--- src/sv/pcha_pkg.sv ---
// ----------------------------------------------------------------------------
// pcha_pkg
// Sizes, field widths and status codes for the page chunk heap allocator.
// ----------------------------------------------------------------------------
package pcha_pkg;

  localparam int HEAP_PAGES   = 64;
  localparam int PAGE_BYTES   = 4096;
  localparam int HEADER_BYTES = 24;

  localparam int PG_W    = $clog2(HEAP_PAGES);
  localparam int LEN_W   = $clog2(HEAP_PAGES + 1);
  localparam int ENT_W   = LEN_W + 1;
  localparam int PAGE_SH = $clog2(PAGE_BYTES);

  localparam int REQ_W  = 19;
  localparam int ADDR_W = 18;
  localparam int STAT_W = 2;
  localparam int TOT_W  = REQ_W + 1;

  localparam int IN_DATA_W  = 40;
  localparam int OUT_DATA_W = 24;

  localparam logic REQ_ALLOC = 1'b0;
  localparam logic REQ_FREE  = 1'b1;

  typedef enum logic [STAT_W-1:0] {
    ST_OK      = 2'd0,
    ST_OOM     = 2'd1,
    ST_BADFREE = 2'd2
  } status_t;

endpackage

--- src/sv/page_chunk_heap_allocator.sv ---
// ----------------------------------------------------------------------------
// page_chunk_heap_allocator
// First-fit page allocator with split and two-sided coalescing.
// ----------------------------------------------------------------------------
// The heap is HEAP_PAGES pages kept as an address-ordered run of chunks; the
// chunk table (length and used flag per start page) sits in one synchronous
// memory with one read and one write port. An allocate item rounds bytes plus
// header up to pages, walks the chunks from page 0 and takes the first free
// one that fits, splitting off the rest, else appends at the heap top. A free
// item marks its chunk free and merges it with free neighbors. Each item gives
// one result. An allocate walks the chunks up to the one it takes, a free walks
// the chunks below its own; the walk reads one table entry per cycle.
// One item is in work at a time; the next is taken while the previous result
// still waits at the output.
// Entry valid bits are cleared by reset, so no clearing pass is needed.
// ----------------------------------------------------------------------------
module page_chunk_heap_allocator
  import pcha_pkg::*;
(
  input  logic                  clk,
  input  logic                  rst_n,
  input  logic                  in_tvalid,
  output logic                  in_tready,
  input  logic [IN_DATA_W-1:0]  in_tdata,   // request_bytes[18:0], free_address[36:19]
  input  logic                  in_tuser,   // req_type
  output logic                  out_tvalid,
  input  logic                  out_tready,
  output logic [OUT_DATA_W-1:0] out_tdata   // status[1:0], block_address[19:2]
);

  typedef enum logic [3:0] {
    S_IDLE, S_A_WALK, S_A_SPLIT, S_A_TOP,
    S_F_P, S_F_Q, S_F_WALK, S_F_FIN, S_F_ZERO, S_RESP
  } state_t;

  state_t                state_r, state_nxt;
  logic [LEN_W-1:0]      top_r, top_nxt;
  logic [LEN_W-1:0]      need_r, need_nxt;
  logic [LEN_W-1:0]      p_r, p_nxt;
  logic [LEN_W-1:0]      q_r, q_nxt;
  logic [LEN_W-1:0]      len_r, len_nxt;
  logic [PG_W-1:0]       pg_r, pg_nxt;
  status_t               status_r, status_nxt;
  logic [ADDR_W-1:0]     res_addr_r, res_addr_nxt;
  logic                  out_tvalid_r, out_tvalid_nxt;
  logic [OUT_DATA_W-1:0] out_tdata_r, out_tdata_nxt;

  logic [ENT_W-1:0]      mem [HEAP_PAGES];
  logic [HEAP_PAGES-1:0] vld_r;
  logic [ENT_W-1:0]      rdata_r;
  logic                  rvld_r;
  logic                  mem_we;
  logic [PG_W-1:0]       mem_waddr;
  logic [ENT_W-1:0]      mem_wdata;
  logic [PG_W-1:0]       mem_raddr;

  logic [LEN_W-1:0]      ent_len;
  logic                  ent_used;

  logic [REQ_W-1:0]      req_bytes;
  logic [ADDR_W-1:0]     req_addr;
  logic [TOT_W:0]        need_rnd;
  logic [TOT_W:0]        need_full;
  logic                  need_oom;
  logic [ADDR_W-1:0]     free_off;
  logic [ADDR_W-1:0]     free_pg;
  logic                  free_bad;
  logic [LEN_W:0]        walk_sum;
  logic [LEN_W:0]        top_sum;

  function automatic logic [ADDR_W-1:0] page_addr(input logic [LEN_W-1:0] pg);
    page_addr = (ADDR_W'(pg) << PAGE_SH) + ADDR_W'(HEADER_BYTES);
  endfunction

  assign in_tready  = (state_r == S_IDLE);
  assign out_tvalid = out_tvalid_r;
  assign out_tdata  = out_tdata_r;

  assign ent_len  = rvld_r ? rdata_r[LEN_W-1:0] : '0;
  assign ent_used = rvld_r & rdata_r[LEN_W];

  assign req_bytes = in_tdata[REQ_W-1:0];
  assign req_addr  = in_tdata[REQ_W+ADDR_W-1:REQ_W];

  assign need_rnd  = {1'b0, TOT_W'(req_bytes) + TOT_W'(HEADER_BYTES)}
                   + (TOT_W+1)'(PAGE_BYTES - 1);
  assign need_full = need_rnd >> PAGE_SH;
  assign need_oom  = (need_full == '0) || (need_full > (TOT_W+1)'(HEAP_PAGES));

  assign free_off = req_addr - ADDR_W'(HEADER_BYTES);
  assign free_pg  = free_off >> PAGE_SH;
  assign free_bad = (req_addr < ADDR_W'(HEADER_BYTES))
                 || (free_off[PAGE_SH-1:0] != '0)
                 || (free_pg >= ADDR_W'(top_r));

  assign walk_sum = {1'b0, p_r} + {1'b0, ent_len};
  assign top_sum  = {1'b0, top_r} + {1'b0, need_r};

  // chunk table; a read of the entry being written is flagged invalid by rvld_r
  always_ff @(posedge clk) begin
    if (mem_we) begin
      mem[mem_waddr] <= mem_wdata;
    end
    rdata_r <= mem[mem_raddr];
  end

  always_ff @(posedge clk) begin
    if (!rst_n) begin
      vld_r  <= '0;
      rvld_r <= 1'b0;
    end else begin
      if (mem_we) begin
        vld_r[mem_waddr] <= 1'b1;
      end
      rvld_r <= vld_r[mem_raddr] & ~(mem_we && (mem_waddr == mem_raddr));
    end
  end

  always_comb begin
    state_nxt      = state_r;
    top_nxt        = top_r;
    need_nxt       = need_r;
    p_nxt          = p_r;
    q_nxt          = q_r;
    len_nxt        = len_r;
    pg_nxt         = pg_r;
    status_nxt     = status_r;
    res_addr_nxt   = res_addr_r;
    out_tvalid_nxt = out_tvalid_r;
    out_tdata_nxt  = out_tdata_r;
    mem_we         = 1'b0;
    mem_waddr      = '0;
    mem_wdata      = '0;
    mem_raddr      = '0;

    if (out_tvalid_r && out_tready) begin
      out_tvalid_nxt = 1'b0;
    end

    unique case (state_r)
      S_IDLE: begin
        if (in_tvalid) begin
          res_addr_nxt = '0;
          if (in_tuser == REQ_ALLOC) begin
            need_nxt = LEN_W'(need_full);
            p_nxt    = '0;
            if (need_oom) begin
              status_nxt = ST_OOM;
              state_nxt  = S_RESP;
            end else if (top_r == '0) begin
              state_nxt = S_A_TOP;
            end else begin
              state_nxt = S_A_WALK;
            end
          end else begin
            pg_nxt    = PG_W'(free_pg);
            mem_raddr = PG_W'(free_pg);
            if (free_bad) begin
              status_nxt = ST_BADFREE;
              state_nxt  = S_RESP;
            end else begin
              state_nxt = S_F_P;
            end
          end
        end
      end

      S_A_WALK: begin
        if (ent_len == '0) begin
          state_nxt = S_A_TOP;
        end else if (!ent_used && (ent_len >= need_r)) begin
          mem_we       = 1'b1;
          mem_waddr    = p_r[PG_W-1:0];
          mem_wdata    = {1'b1, need_r};
          len_nxt      = ent_len;
          status_nxt   = ST_OK;
          res_addr_nxt = page_addr(p_r);
          state_nxt    = (ent_len > need_r) ? S_A_SPLIT : S_RESP;
        end else if (walk_sum < {1'b0, top_r}) begin
          p_nxt     = walk_sum[LEN_W-1:0];
          mem_raddr = walk_sum[PG_W-1:0];
        end else begin
          state_nxt = S_A_TOP;
        end
      end

      S_A_SPLIT: begin
        mem_we    = 1'b1;
        mem_waddr = PG_W'(p_r + need_r);
        mem_wdata = {1'b0, len_r - need_r};
        state_nxt = S_RESP;
      end

      S_A_TOP: begin
        if (top_sum > (LEN_W+1)'(HEAP_PAGES)) begin
          status_nxt = ST_OOM;
        end else begin
          mem_we       = 1'b1;
          mem_waddr    = top_r[PG_W-1:0];
          mem_wdata    = {1'b1, need_r};
          top_nxt      = top_sum[LEN_W-1:0];
          status_nxt   = ST_OK;
          res_addr_nxt = page_addr(top_r);
        end
        state_nxt = S_RESP;
      end

      S_F_P: begin
        if ((ent_len == '0) || !ent_used) begin
          status_nxt = ST_BADFREE;
          state_nxt  = S_RESP;
        end else begin
          status_nxt = ST_OK;
          len_nxt    = ent_len;
          q_nxt      = LEN_W'({1'b0, pg_r} + ent_len);
          if (({1'b0, pg_r} + {1'b0, ent_len}) < {1'b0, top_r}) begin
            mem_raddr = PG_W'(pg_r + ent_len);
            state_nxt = S_F_Q;
          end else if (pg_r == '0) begin
            state_nxt = S_F_FIN;
          end else begin
            p_nxt     = '0;
            state_nxt = S_F_WALK;
          end
        end
      end

      S_F_Q: begin
        if ((ent_len != '0) && !ent_used) begin
          mem_we    = 1'b1;
          mem_waddr = q_r[PG_W-1:0];
          mem_wdata = '0;
          len_nxt   = len_r + ent_len;
        end
        if (pg_r == '0) begin
          state_nxt = S_F_FIN;
        end else begin
          p_nxt     = '0;
          state_nxt = S_F_WALK;
        end
      end

      S_F_WALK: begin
        if (ent_len == '0) begin
          state_nxt = S_F_FIN;
        end else if (walk_sum == (LEN_W+1)'(pg_r)) begin
          if (!ent_used) begin
            mem_we    = 1'b1;
            mem_waddr = p_r[PG_W-1:0];
            mem_wdata = {1'b0, ent_len + len_r};
            state_nxt = S_F_ZERO;
          end else begin
            state_nxt = S_F_FIN;
          end
        end else if (walk_sum < (LEN_W+1)'(pg_r)) begin
          p_nxt     = walk_sum[LEN_W-1:0];
          mem_raddr = walk_sum[PG_W-1:0];
        end else begin
          state_nxt = S_F_FIN;
        end
      end

      S_F_FIN: begin
        mem_we    = 1'b1;
        mem_waddr = pg_r;
        mem_wdata = {1'b0, len_r};
        state_nxt = S_RESP;
      end

      S_F_ZERO: begin
        mem_we    = 1'b1;
        mem_waddr = pg_r;
        mem_wdata = '0;
        state_nxt = S_RESP;
      end

      S_RESP: begin
        if (!out_tvalid_r || out_tready) begin
          out_tvalid_nxt = 1'b1;
          out_tdata_nxt  = OUT_DATA_W'({res_addr_r, status_r});
          state_nxt      = S_IDLE;
        end
      end

      default: begin
        state_nxt = S_IDLE;
      end
    endcase
  end

  always_ff @(posedge clk) begin
    if (!rst_n) begin
      state_r      <= S_IDLE;
      top_r        <= '0;
      out_tvalid_r <= 1'b0;
    end else begin
      state_r      <= state_nxt;
      top_r        <= top_nxt;
      out_tvalid_r <= out_tvalid_nxt;
      need_r       <= need_nxt;
      p_r          <= p_nxt;
      q_r          <= q_nxt;
      len_r        <= len_nxt;
      pg_r         <= pg_nxt;
      status_r     <= status_nxt;
      res_addr_r   <= res_addr_nxt;
      out_tdata_r  <= out_tdata_nxt;
    end
  end

  a_top_bound: assert property (@(posedge clk) disable iff (!rst_n)
    top_r <= LEN_W'(HEAP_PAGES))
    else $error("heap top past heap size");

  a_top_grows: assert property (@(posedge clk) disable iff (!rst_n)
    $past(rst_n) |-> top_r >= $past(top_r))
    else $error("heap top shrank");

  a_walk_below_top: assert property (@(posedge clk) disable iff (!rst_n)
    (state_r == S_A_WALK) |-> p_r < top_r)
    else $error("allocate walk past heap top");

  a_free_walk_below: assert property (@(posedge clk) disable iff (!rst_n)
    (state_r == S_F_WALK) |-> p_r < LEN_W'(pg_r))
    else $error("predecessor walk reached freed chunk");

  a_ok_addr_aligned: assert property (@(posedge clk) disable iff (!rst_n)
    (state_r == S_RESP && status_r == ST_OK && res_addr_r != '0)
      |-> res_addr_r[PAGE_SH-1:0] == PAGE_SH'(HEADER_BYTES))
    else $error("allocated address not page plus header");

endmodule
--- config.mk ---
export PLATFORM = sky130hd
export DESIGN_NAME = page_chunk_heap_allocator
export DESIGN_NICKNAME = d
export VERILOG_FILES = /design/src/sv/pcha_pkg.sv /design/src/sv/page_chunk_heap_allocator.sv
export SDC_FILE = /design/constraint.sdc
export NUM_CORES = 1
export LEC_CHECK = 0
export BUFFER_PORTS_ARGS = -buffer_cell sky130_fd_sc_hd__buf_2
export CORE_MARGIN = 8
export CORE_UTILIZATION = 35
export CTS_BUF_LIST = sky130_fd_sc_hd__clkbuf_4 sky130_fd_sc_hd__clkbuf_8
export CTS_CLUSTER_DIAMETER = 30
export DETAILED_ROUTE_END_ITERATION = 6
export SLEW_MARGIN = 20
export SYNTH_ARGS = -nofsm -noshare
export SYNTH_HDL_FRONTEND = slang
export SYNTH_SLANG_ARGS = --single-unit
--- constraint.sdc ---
create_clock -name clk -period 12.2 [get_ports clk]
set_clock_uncertainty 0.05 [all_clocks]
set_input_delay 1.83 -clock clk [delete_from_list [all_inputs] [get_ports clk]]
set_output_delay 1.83 -clock clk [all_outputs]
set_load 0.01 [all_outputs]
==> metrics.txt, run 1 <==
total gr overflow 0; Worst-path clk slew roughly 0.060 ns; initial antenna violation count 2; largest net degree at the start of global routing 150; fmax between 0.1 and 0.15 GHz; Worst Max-Slew Pin Slew roughly 1.1 ns; Starting Density about a third; fin area 0.0334 mm2; Period Utilization, post-route 65.2%; Detailed Route WL a little over 80000 um; Power Density 201 mW/mm2; library cells used by synthesis 82; Setup violations, final 0; unrepaired setup endpoints after global routing no; DRT iter0 DRCs around 1600; sequential share of power between 40% and 50%; share of the synthesized area in the top cell type between 50% and 60%; drt drc 0; DR pass1 iterations 7; Rows 106; GPL Wtd Cong between 0.8 and 0.9; clock share of power 35.1%; number of global-route vias before repair 19700; chip height ~310 um; GRT Util Overall between 15 and 20%; H-Tree Level Count 3; CTS tree done; IO Port Bufs 53; Syn Std Cell Area about 0.029 mm2; clk_lat worst skew roughly 0.74 ns; Synth area leaders edfxtp_1 (58%), dfxtp_1 (5.8%), mux2i_1 (5.6%); register area share after synthesis 63.5%; worst reg2reg setup slack approximately 4.2 ns; Design Power ~0.0067 W; RR Startpoint rvld_r; Reg-to-Reg End rdata_r[0]; Final Hold Fails 0; Post-synth EDFFs 563; die area just over 0.09 mm2; P&R area growth vs syn 14.1%; syn_area_per_cell about 12 um2; Synth warnings 0; detail-routed via count per cell between 5 and 6; layout cells sized above 1 between 10% and 20%; hold_buf cts 0; CTS Root Buffer Type clkbuf_8; hold slack roughly 0.38 ns; final setup TNS 0 ns; Crit. End Element register; first-pass GRT wire length between 100000 and 150000 um; async set-reset flop share out of synthesis 0%; internal power between 0.004 and 0.005 W; sw frac between 30% and 40%; Gate power share between 20% and 30%; Pins Over Slew Limit 0; Final min period 7.95 ns; total setup buffers inserted after CTS 0; #FFs+latches synth ~650; status complete, no violations; vias just under 20000; cts repair resizes 0; crit path capture rdata_r[0]; reg2reg path depth 22; sw power 0.00216 W; Synth Instances between 2000 and 2500; max_cap viols 0; nets around 2600; worst hold-check path type reg2reg; Critical Path AT approximately 8.6 ns; Sink Count ~650; Critical Path Fanout Max approximately 150; worst setup path class reg2reg; Clock Tree Buf Depth 3; max_slew headroom 24.1%; predominant post-synthesis flop cell edfxtp_1; Leakage approximately 12 nW; Worst Setup SP rvld_r; cell taking the most area after synthesis edfxtp_1; worst vdd rail ir drop between 100 and 150 uV; Worst Path Required about 13 ns; Post-DP HPWL 51300 um; total CTS buffers approximately 120; wire per inst about 22 um; commonest non-fill, non-tap cells in the layout edfxtp_1 (563), nand2_1 (354), nor2_1 (167); Top Ports 71; Post-DP Area a little over 0.03 mm2; core area 0.0833 mm2; commonest non-fill, non-tap cell in the layout edfxtp_1; post-route ant nets 0; Critical Path Source Type register; Die Wd just over 300 um
-- final cells by class --
class,count,area [um2]
clock inverter,63,759
antenna,1,2.50
multi-input combinational,1553,9960
fill,7772,49900
timing repair buffer,87,533
clock buffer,163,2020
tap,1080,1350
inverter,43,161
sequential,648,18600
-- cell families (layout without fill, tap and decap cells) --
| group | Yosys count | count (layout) | synth area share [%] |
|---|---|---|---|
| AOI/OAI and AO/OA | 434 | 434 | 10.6 |
| and+or+nand+nor | 803 | 803 | 12.1 |
| other | 1 | 15 | 0.0128 |
| muxes | 188 | 188 | 6.52 |
| xor gates and xnor gates | 50 | 50 | 1.50 |
| buffers and inverters | 176 | 356 | 2.93 |
| adders and majority gates | 64 | 64 | 2.80 |
| DFF | 648 | 648 | 63.5 |
-- metrics by stage --
stage / std cells / util [%] / setup slack (ns)
final: 3638 / 40.1 / 4.25
after global routing: 3638 / 40.1 / 4.04
after CTS: 3637 / 40.1 / 4.43
after detailed placement: 3411 / 36.7 / 4.47
after global placement: 3411 / 36.7 / 4.60
after floorplan: 2377 / - / 3.67
-- flip-flops by register name, summed over array words and instances, names as in the netlist, 7 cells and up --
| name | flops |
|---|---|
| mem | 512 |
| vld_r | 64 |
| out_tdata | 9 |
| rdata_r | 8 |
| len_r | 7 |
| need_r | 7 |
| p_r | 7 |
| res_addr_r | 7 |
| top_r | 7 |
-- worst max-delay path, cell delays in order (launching register included) --
cell       delay [ns]
dfxtp_1          0.32
buf_4            0.31
nand2_1          0.16
inv_1            0.21
ha_1             0.28
ha_1             0.25
a21oi_1          0.08
or4_1            0.58
a21o_1           0.24
xnor2_1          0.56
ha_1             0.29
or3_1            0.11
o221ai_1         0.21
nand2_1          0.19
nor3_1           0.10
o21ai_2          0.53
and2_4           0.56
buf_12           0.52
nand3_1          0.79
o221ai_1         0.43
a31o_2           0.18
a2bb2oi_1        0.42
and3_1           0.24
-- worst min-delay path by stage --
stage | startpoint | cells after the start | endpoint | slack (ns)
2_1_floorplan | status_r[0] | 0 | out_tdata[0] | 0.35
3_3_place_gp | res_addr_r[12] | 0 | out_tdata[14] | 0.36
3_5_place_dp | res_addr_r[15] | 0 | out_tdata[17] | 0.36
4_1_cts | res_addr_r[15] | 0 | out_tdata[17] | 0.38
5_1_grt | res_addr_r[17] | 0 | out_tdata[19] | 0.38
6_report | res_addr_r[15] | 0 | out_tdata[17] | 0.38
-- power groups by stage --
stage | Clock, W | Sequential, W | Combinational, W
3_5_place_dp | 0 | 0.00277 | 0.00160
6_report | 0.00235 | 0.00272 | 0.00162
3_3_place_gp | 0 | 0.00276 | 0.00158
4_1_cts | 0.00239 | 0.00272 | 0.00161
5_1_grt | 0.00250 | 0.00273 | 0.00176
2_1_floorplan | 0 | 0.00271 | 0.00111
-- per-layer routing --
| metal | track usage, % | part of all wire [%] | vias up |
|---|---|---|---|
| li1 | - | - | 9062 |
| met1 | 22.2 | 43 | 9785 |
| met2 | 26.8 | 47 | 751 |
| met3 | 3.20 | 7.0 | 173 |
| met4 | 6.75 | 3.3 | 0 |
| met5 | 0 | 0 | - |
-- synth_stat cells, types with 26 or more instances --
master,count
buf_2,44
mux2i_1,165
buf_4,26
nor3_1,27
a31oi_1,39
clkbuf_1,48
inv_1,42
nand3_1,131
edfxtp_1,563
a21oi_1,74
xnor2_1,38
ha_1,60
and3_1,33
nor2_1,170
o21ai_0,50
o21a_1,60
dfxtp_1,85
nand2_1,356
No activity file was read; power rests on OpenSTA's default activity.
==> run 2, diff against run 1 <==
- clock period: 12.2 -> 6.9 ns (I/O delays scaled with it)
==> run 2 against run 1 <==
Compared with the run above:
- register-to-register slack worse by 3.8 ns
- combinational power is 93% higher
- hold slack worse by 0.017 ns
- largest power group unchanged
- highest routed layer unchanged
==> metrics.txt, run 2 (synthesis results as in run 1) <==
commonest non-fill, non-tap cells in the layout edfxtp_1 (563), nand2_1 (354), nor2_1 (169) (was edfxtp_1 (563), nand2_1 (354), nor2_1 (167)); CTS Root Buffer Type clkbuf_8 (unchanged); Inst Count DP 3521 (was 3411); Post-DP Area 0.0315 mm2 (was 0.0306 mm2); Worst Path Required 7.48 ns (was 12.81 ns); Starting Density 35.2% (unchanged); clock share of power 33.5% (was 35.1%); worst setup path class reg2reg (unchanged); fin area 0.0342 mm2 (was 0.0334 mm2); area of the multi-input gates 0.00997 mm2 (was 0.00996 mm2); nets 2669 (was 2559); Pins Over Slew Limit 0 (unchanged); Top Ports 71 (unchanged); sw power 0.00389 W (was 0.00216 W); sequential share of power 40.2% (was 40.6%); IO Port Bufs 53 (unchanged); detail-routed via count per cell 5.44 (was 5.43); H-Tree Level Count 3 (unchanged); Gate power share 26.3% (was 24.2%); number of global-route vias before repair 20100 (was 19700); vias 20400 (was 19800); Sink Count 648 (unchanged); setup slack after layout 0.491 ns (was 4.25 ns); die area 0.0932 mm2 (unchanged); fmax 0.156 GHz (was 0.126 GHz); status complete, no violations (unchanged); clk_lat worst skew 0.78 ns (was 0.74 ns); Crit. End Element register (unchanged); cts repair resizes 0 (unchanged); Layout Cells excl Fill 3743 (was 3638); drt drc 0 (unchanged); final setup TNS 0 ns (unchanged); worst hold-check path type reg2reg (unchanged); Critical Path Fanout Max 33 (was 149); Final min period 6.41 ns (was 7.95 ns); post-route ant nets 0 (unchanged); initial antenna violation count 1 (was 2); Die Wd 305 um (unchanged); Detailed Route WL 83900 um (was 80500 um); chip height 305 um (unchanged); total setup buffers inserted after CTS 0 (unchanged); sw frac 32.7% (was 32.2%); DR pass1 iterations 6 (was 7); Post-DP HPWL 56200 um (was 51300 um); unrepaired setup endpoints after global routing no (unchanged); GPL Wtd Cong 0.905 (was 0.874); commonest non-fill, non-tap cell in the layout edfxtp_1 (unchanged); GRT Util Overall 17.4% (was 16.7%); hold slack 0.359 ns (was 0.377 ns); layout cells sized above 1 17.5% (was 14.4%); total CTS buffers 117 (was 118); worst vdd rail ir drop 166 uV (was 101 uV); hold_buf cts 0 (unchanged); Leakage 13.0 nW (was 12.4 nW); wire per inst 22.4 um (was 22.1 um); total gr overflow 0 (unchanged); Power Density 348 mW/mm2 (was 201 mW/mm2); max FFs per register 512 (unchanged); internal power 0.00802 W (was 0.00455 W); post-place setup slack 0.660 ns (was 4.47 ns); Setup violations, final 0 (unchanged); largest net degree at the start of global routing 65 (was 150); Critical Path Source Type register (unchanged); Clock Tree Buf Depth 3 (unchanged); Rows 106 (unchanged); P&R area growth vs syn 16.9% (was 14.1%); first-pass GRT wire length 126000 um (was 121000 um); Reg area 0.0186 mm2 (unchanged); core area 0.0833 mm2 (unchanged); Worst Max-Slew Pin Slew 1.08 ns (was 1.13 ns); Period Utilization, post-route 92.9% (was 65.2%); Worst-path clk slew 0.06 ns (about the same); CTS tree done (unchanged); fill cell count 7716 (was 7772); DRT iter0 DRCs 1818 (was 1620); max_slew headroom 27.5% (was 24.1%); max_cap viols 0 (unchanged); Biggest register mem (unchanged); Final Hold Fails 0 (unchanged); Critical Path AT 6.99 ns (was 8.56 ns)
==> run 2: cell types whose count changed in the layout (fill, tap and decap cells not counted), moves of 3 or more <==
cell / previous run / this run
buf_12: 1 / 9
buf_4: 33 / 133
bufinv_16: 14 / 11
clkbuf_4: 35 / 31
clkinv_2: 15 / 18
inv_6: 4 / 1
==> run 2: path summary, 6_finish.rpt <==
path                                     start  slack [ns]  cells after the start             to
worst min register to register  res_addr_r[12]        0.36                      0  out_tdata[14]
worst max-delay path                    rvld_r        0.49                     20     rdata_r[2]
worst max register to register          rvld_r        0.49                     20     rdata_r[2]
worst min-delay path            res_addr_r[12]        0.36                      0  out_tdata[14]
==> run 2: per-layer routing <==
metal  vias up  share of wire [%]  global-route usage (%)
li1       9275                  -                       -
met1     10100                 42                    23.3
met2       823                 47                    28.9
met3       151                7.8                    3.07
met4         0                2.6                    5.57
met5         -                  0                       0
==> run 2: worst max-delay path, stage by stage (launching register included) <==
cell	delay, ns
dfxtp_1	0.34
nand2_1	0.13
inv_1	0.19
ha_1	0.29
ha_1	0.26
a21oi_1	0.09
or4_1	0.56
a21o_1	0.22
xnor2_1	0.60
ha_1	0.38
o221ai_1	0.36
nand2_1	0.18
nor3_1	0.39
o21ai_1	0.31
nand2_4	0.33
buf_12	0.28
buf_4	0.28
and3_1	0.18
a31oi_1	0.05
a221oi_1	0.67
a211oi_2	0.15
==> run 2: stage by stage <==
| stage | util, % | power [W] |
|---|---|---|
| floorplan | - | 0.00675 |
| finish | 41.1 | 0.0119 |
| CTS | 41.0 | 0.0119 |
| detailed placement | 37.8 | 0.00793 |
| global route | 41.1 | 0.0124 |
| global placement | 37.8 | 0.00788 |
==> run 2: power groups by stage <==
stage          clock network (W)  registers [W]  logic, W
4_1_cts                  0.00406        0.00478   0.00309
6_report                 0.00399        0.00478   0.00313
3_5_place_dp                   0        0.00486   0.00307
2_1_floorplan                  0        0.00478   0.00197
3_3_place_gp                   0        0.00486   0.00302
5_1_grt                  0.00424        0.00480   0.00336
==> run 2: final cells by class <==
type | count | share of cell area, %
Multi-Input combinational cell | 1553 | 29.1
Inverter | 43 | 0.471
Timing Repair Buffer | 198 | 4.33
Clock buffer | 158 | 5.79
Antenna cell | 2 | 0.0146
Clock inverter | 61 | 1.99
Sequential cell | 648 | 54.4
Tap cell | 1080 | 3.95
==> run 3, diff against run 2 <==
- PLACE_DENSITY_LB_ADDON: not set -> 0.2
==> run 3 against run 2 <==
Compared with the run above:
- combinational power hardly changed
- hold slack worse by 0.0093 ns
- worst setup slack got worse by 0.26 ns
- non-clock buffer count is 10 higher
- global-route usage up 0.66 points
- die area is the same
- flip-flop and latch count is the same
- clock-buffer cell count increased by 22
- first-iteration DRC count is 1.9% higher
- design area rose by 1.2%
- total power grew 3.7%
- largest power group unchanged
==> metrics.txt, run 3 (synthesis results as in run 1) <==
layout cells sized above 1 19.0% (was 17.5%); Setup violations, final 0 (unchanged); delay-heaviest family, CP compound AO/OA/AOI/OAI gates (unchanged); commonest non-fill, non-tap cells in the layout edfxtp_1 (563), nand2_1 (354), nor2_1 (169) (unchanged); Gate power share 25.6% (was 26.3%); nets 2700 (was 2669); DR pass1 iterations 5 (was 6); reg2reg path depth 20 (unchanged); hold path depth 0 (unchanged); Critical Path AT 7.22 ns (was 6.99 ns); post-route ant nets 0 (unchanged); commonest non-fill, non-tap cell in the layout edfxtp_1 (unchanged); Sink Count 648 (unchanged); GPL Wtd Cong 0.877 (was 0.905); IO Port Bufs 53 (unchanged); worst setup path class reg2reg (unchanged); clock share of power 35.7% (was 33.5%); H-Tree Level Count 4 (was 3); clk_lat worst skew 0.79 ns (was 0.78 ns); Final Hold Fails 0 (unchanged); P&R area growth vs syn 18.4% (was 16.9%); Pins Over Slew Limit 0 (unchanged); total CTS buffers 138 (was 117); wire per inst 22.9 um (was 22.4 um); Crit. End Element register (unchanged); drt drc 0 (unchanged); worst vdd rail ir drop 213 uV (was 166 uV); Clock Tree Buf Depth 3 (unchanged); Period Utilization, post-route 96.6% (was 92.9%); Starting Density 35.2% (unchanged); Die Wd 305 um (unchanged); unrepaired setup endpoints after global routing no (unchanged); status complete, no violations (unchanged); hold_buf cts 0 (unchanged); vias 20300 (was 20400); Power Density 356 mW/mm2 (was 348 mW/mm2); Final min period 6.67 ns (was 6.41 ns); hold slack 0.350 ns (was 0.359 ns); Post-DP HPWL 58400 um (was 56200 um); detail-routed via count per cell 5.35 (was 5.44); DRT iter0 DRCs 1852 (was 1818); GRT Util Overall 18.1% (was 17.4%); Inst Count DP 3532 (was 3521); Critical Path Source Type register (unchanged); cts repair resizes 0 (unchanged); sw power 0.00401 W (was 0.00389 W); max_slew headroom 31.8% (was 27.5%); Post-DP Area 0.0316 mm2 (was 0.0315 mm2); fmax 0.150 GHz (was 0.156 GHz); CTS Root Buffer Type clkbuf_8 (unchanged); Leakage 13.2 nW (was 13.0 nW); Worst Max-Slew Pin Slew 1.01 ns (was 1.08 ns); Top Ports 71 (unchanged); worst hold-check path type reg2reg (unchanged); max incr delay on CP 0.78 ns (was 0.67 ns); CTS tree done (unchanged); largest net degree at the start of global routing 66 (was 65); fin area 0.0347 mm2 (was 0.0342 mm2); CP max stage cell a221oi_1 (unchanged); Design Power 0.0124 W (was 0.0119 W); max FFs per register 512 (unchanged); Worst path depth 20 (unchanged); Worst-path clk slew 0.05 ns (was 0.06 ns); Rows 106 (unchanged); max_cap viols 0 (unchanged); crit-path most repeated cell ha_1 (unchanged); sw frac 32.4% (was 32.7%); final setup TNS 0 ns (unchanged); Layout Cells excl Fill 3787 (was 3743); total gr overflow 0 (unchanged); worst path bufs/invs 3 (unchanged); first-pass GRT wire length 128000 um (was 126000 um); fill cell count 7874 (was 7716); die area 0.0932 mm2 (unchanged); total setup buffers inserted after CTS 0 (unchanged); number of global-route vias before repair 19800 (was 20100); chip height 305 um (unchanged); core area 0.0833 mm2 (unchanged); Critical Path Fanout Max 37 (was 33); Biggest register mem (unchanged); worst-path cell chain nand2_1 > inv_1 > ha_1 > ha_1 > a21oi_1 > or4_1 > a21o_1 > xnor2_1 > ha_1 > o221ai_1 > nand2_1 > nor3_1 > o21ai_1 > nand2_4 > buf_12 > buf_4 > and3_1 > a31oi_1 > a221oi_1 > a211oi_1 (was nand2_1 > inv_1 > ha_1 > ha_1 > a21oi_1 > or4_1 > a21o_1 > xnor2_1 > ha_1 > o221ai_1 > nand2_1 > nor3_1 > o21ai_1 > nand2_4 > buf_12 > buf_4 > and3_1 > a31oi_1 > a221oi_1 > a211oi_2); internal power 0.00835 W (was 0.00802 W); initial antenna violation count 3 (was 1); sequential share of power 38.7% (was 40.2%); Worst Path Required 7.45 ns (was 7.48 ns); Detailed Route WL 86800 um (was 83900 um)
[run 3: power by group through the flow]
stage          logic, W  clock network [W]  registers (W)
2_1_floorplan   0.00197                  0        0.00478
3_3_place_gp    0.00308                  0        0.00485
3_5_place_dp    0.00312                  0        0.00486
4_1_cts         0.00314            0.00452        0.00478
5_1_grt         0.00338            0.00469        0.00480
6_report        0.00316            0.00441        0.00479
[run 3: layout make-up]
type / instances / area, um2 / area share [%]
diodes: 1 / 2.50 / 0.00722
well taps: 1080 / 1350 / 3.90
clock inverters: 74 / 773 / 2.23
flip-flops and latches: 648 / 18600 / 53.7
clock buffers: 180 / 2250 / 6.50
inverters: 43 / 161 / 0.466
repair buffers: 208 / 1550 / 4.48
multi-input cells: 1553 / 9960 / 28.7
[run 3: worst paths after layout]
| kind | slack, ns | end | start |
|---|---|---|---|
| worst max register to register | 0.23 | rdata_r[7] | rvld_r |
| worst min-delay path | 0.35 | out_tdata[17] | res_addr_r[15] |
| worst max-delay path | 0.23 | rdata_r[7] | rvld_r |
| worst min register to register | 0.35 | out_tdata[17] | res_addr_r[15] |
[run 3: worst register-to-register path, stage by stage (launching register included)]
cell and delay, ns:
dfxtp_1 0.35, nand2_1 0.17, inv_1 0.26, ha_1 0.32, ha_1 0.24, a21oi_1 0.08, or4_1 0.57, a21o_1 0.24
xnor2_1 0.54, ha_1 0.37, o221ai_1 0.40, nand2_1 0.17, nor3_1 0.42, o21ai_1 0.29, nand2_4 0.24, buf_12 0.27
buf_4 0.39, and3_1 0.20, a31oi_1 0.05, a221oi_1 0.78, a211oi_1 0.12
[run 3: stage by stage]
step                utilization [%]  setup slack [ns]
finish                         41.6             0.232
global route                   41.6             0.183
CTS                            41.6             0.556
detailed placement             38.0             0.592
global placement               38.0             0.678
floorplan                         -            0.0717
[run 3: layer usage]
| layer | wire (um) | vias to the layer above | global-route usage [%] |
|---|---|---|---|
| met2 | 39800 | 690 | 28.5 |
| li1 | - | 9349 | - |
| met3 | 5620 | 126 | 3.46 |
| met5 | 0 | - | 0 |
| met4 | 1660 | 0 | 5.14 |
| met1 | 39700 | 10100 | 25.5 |
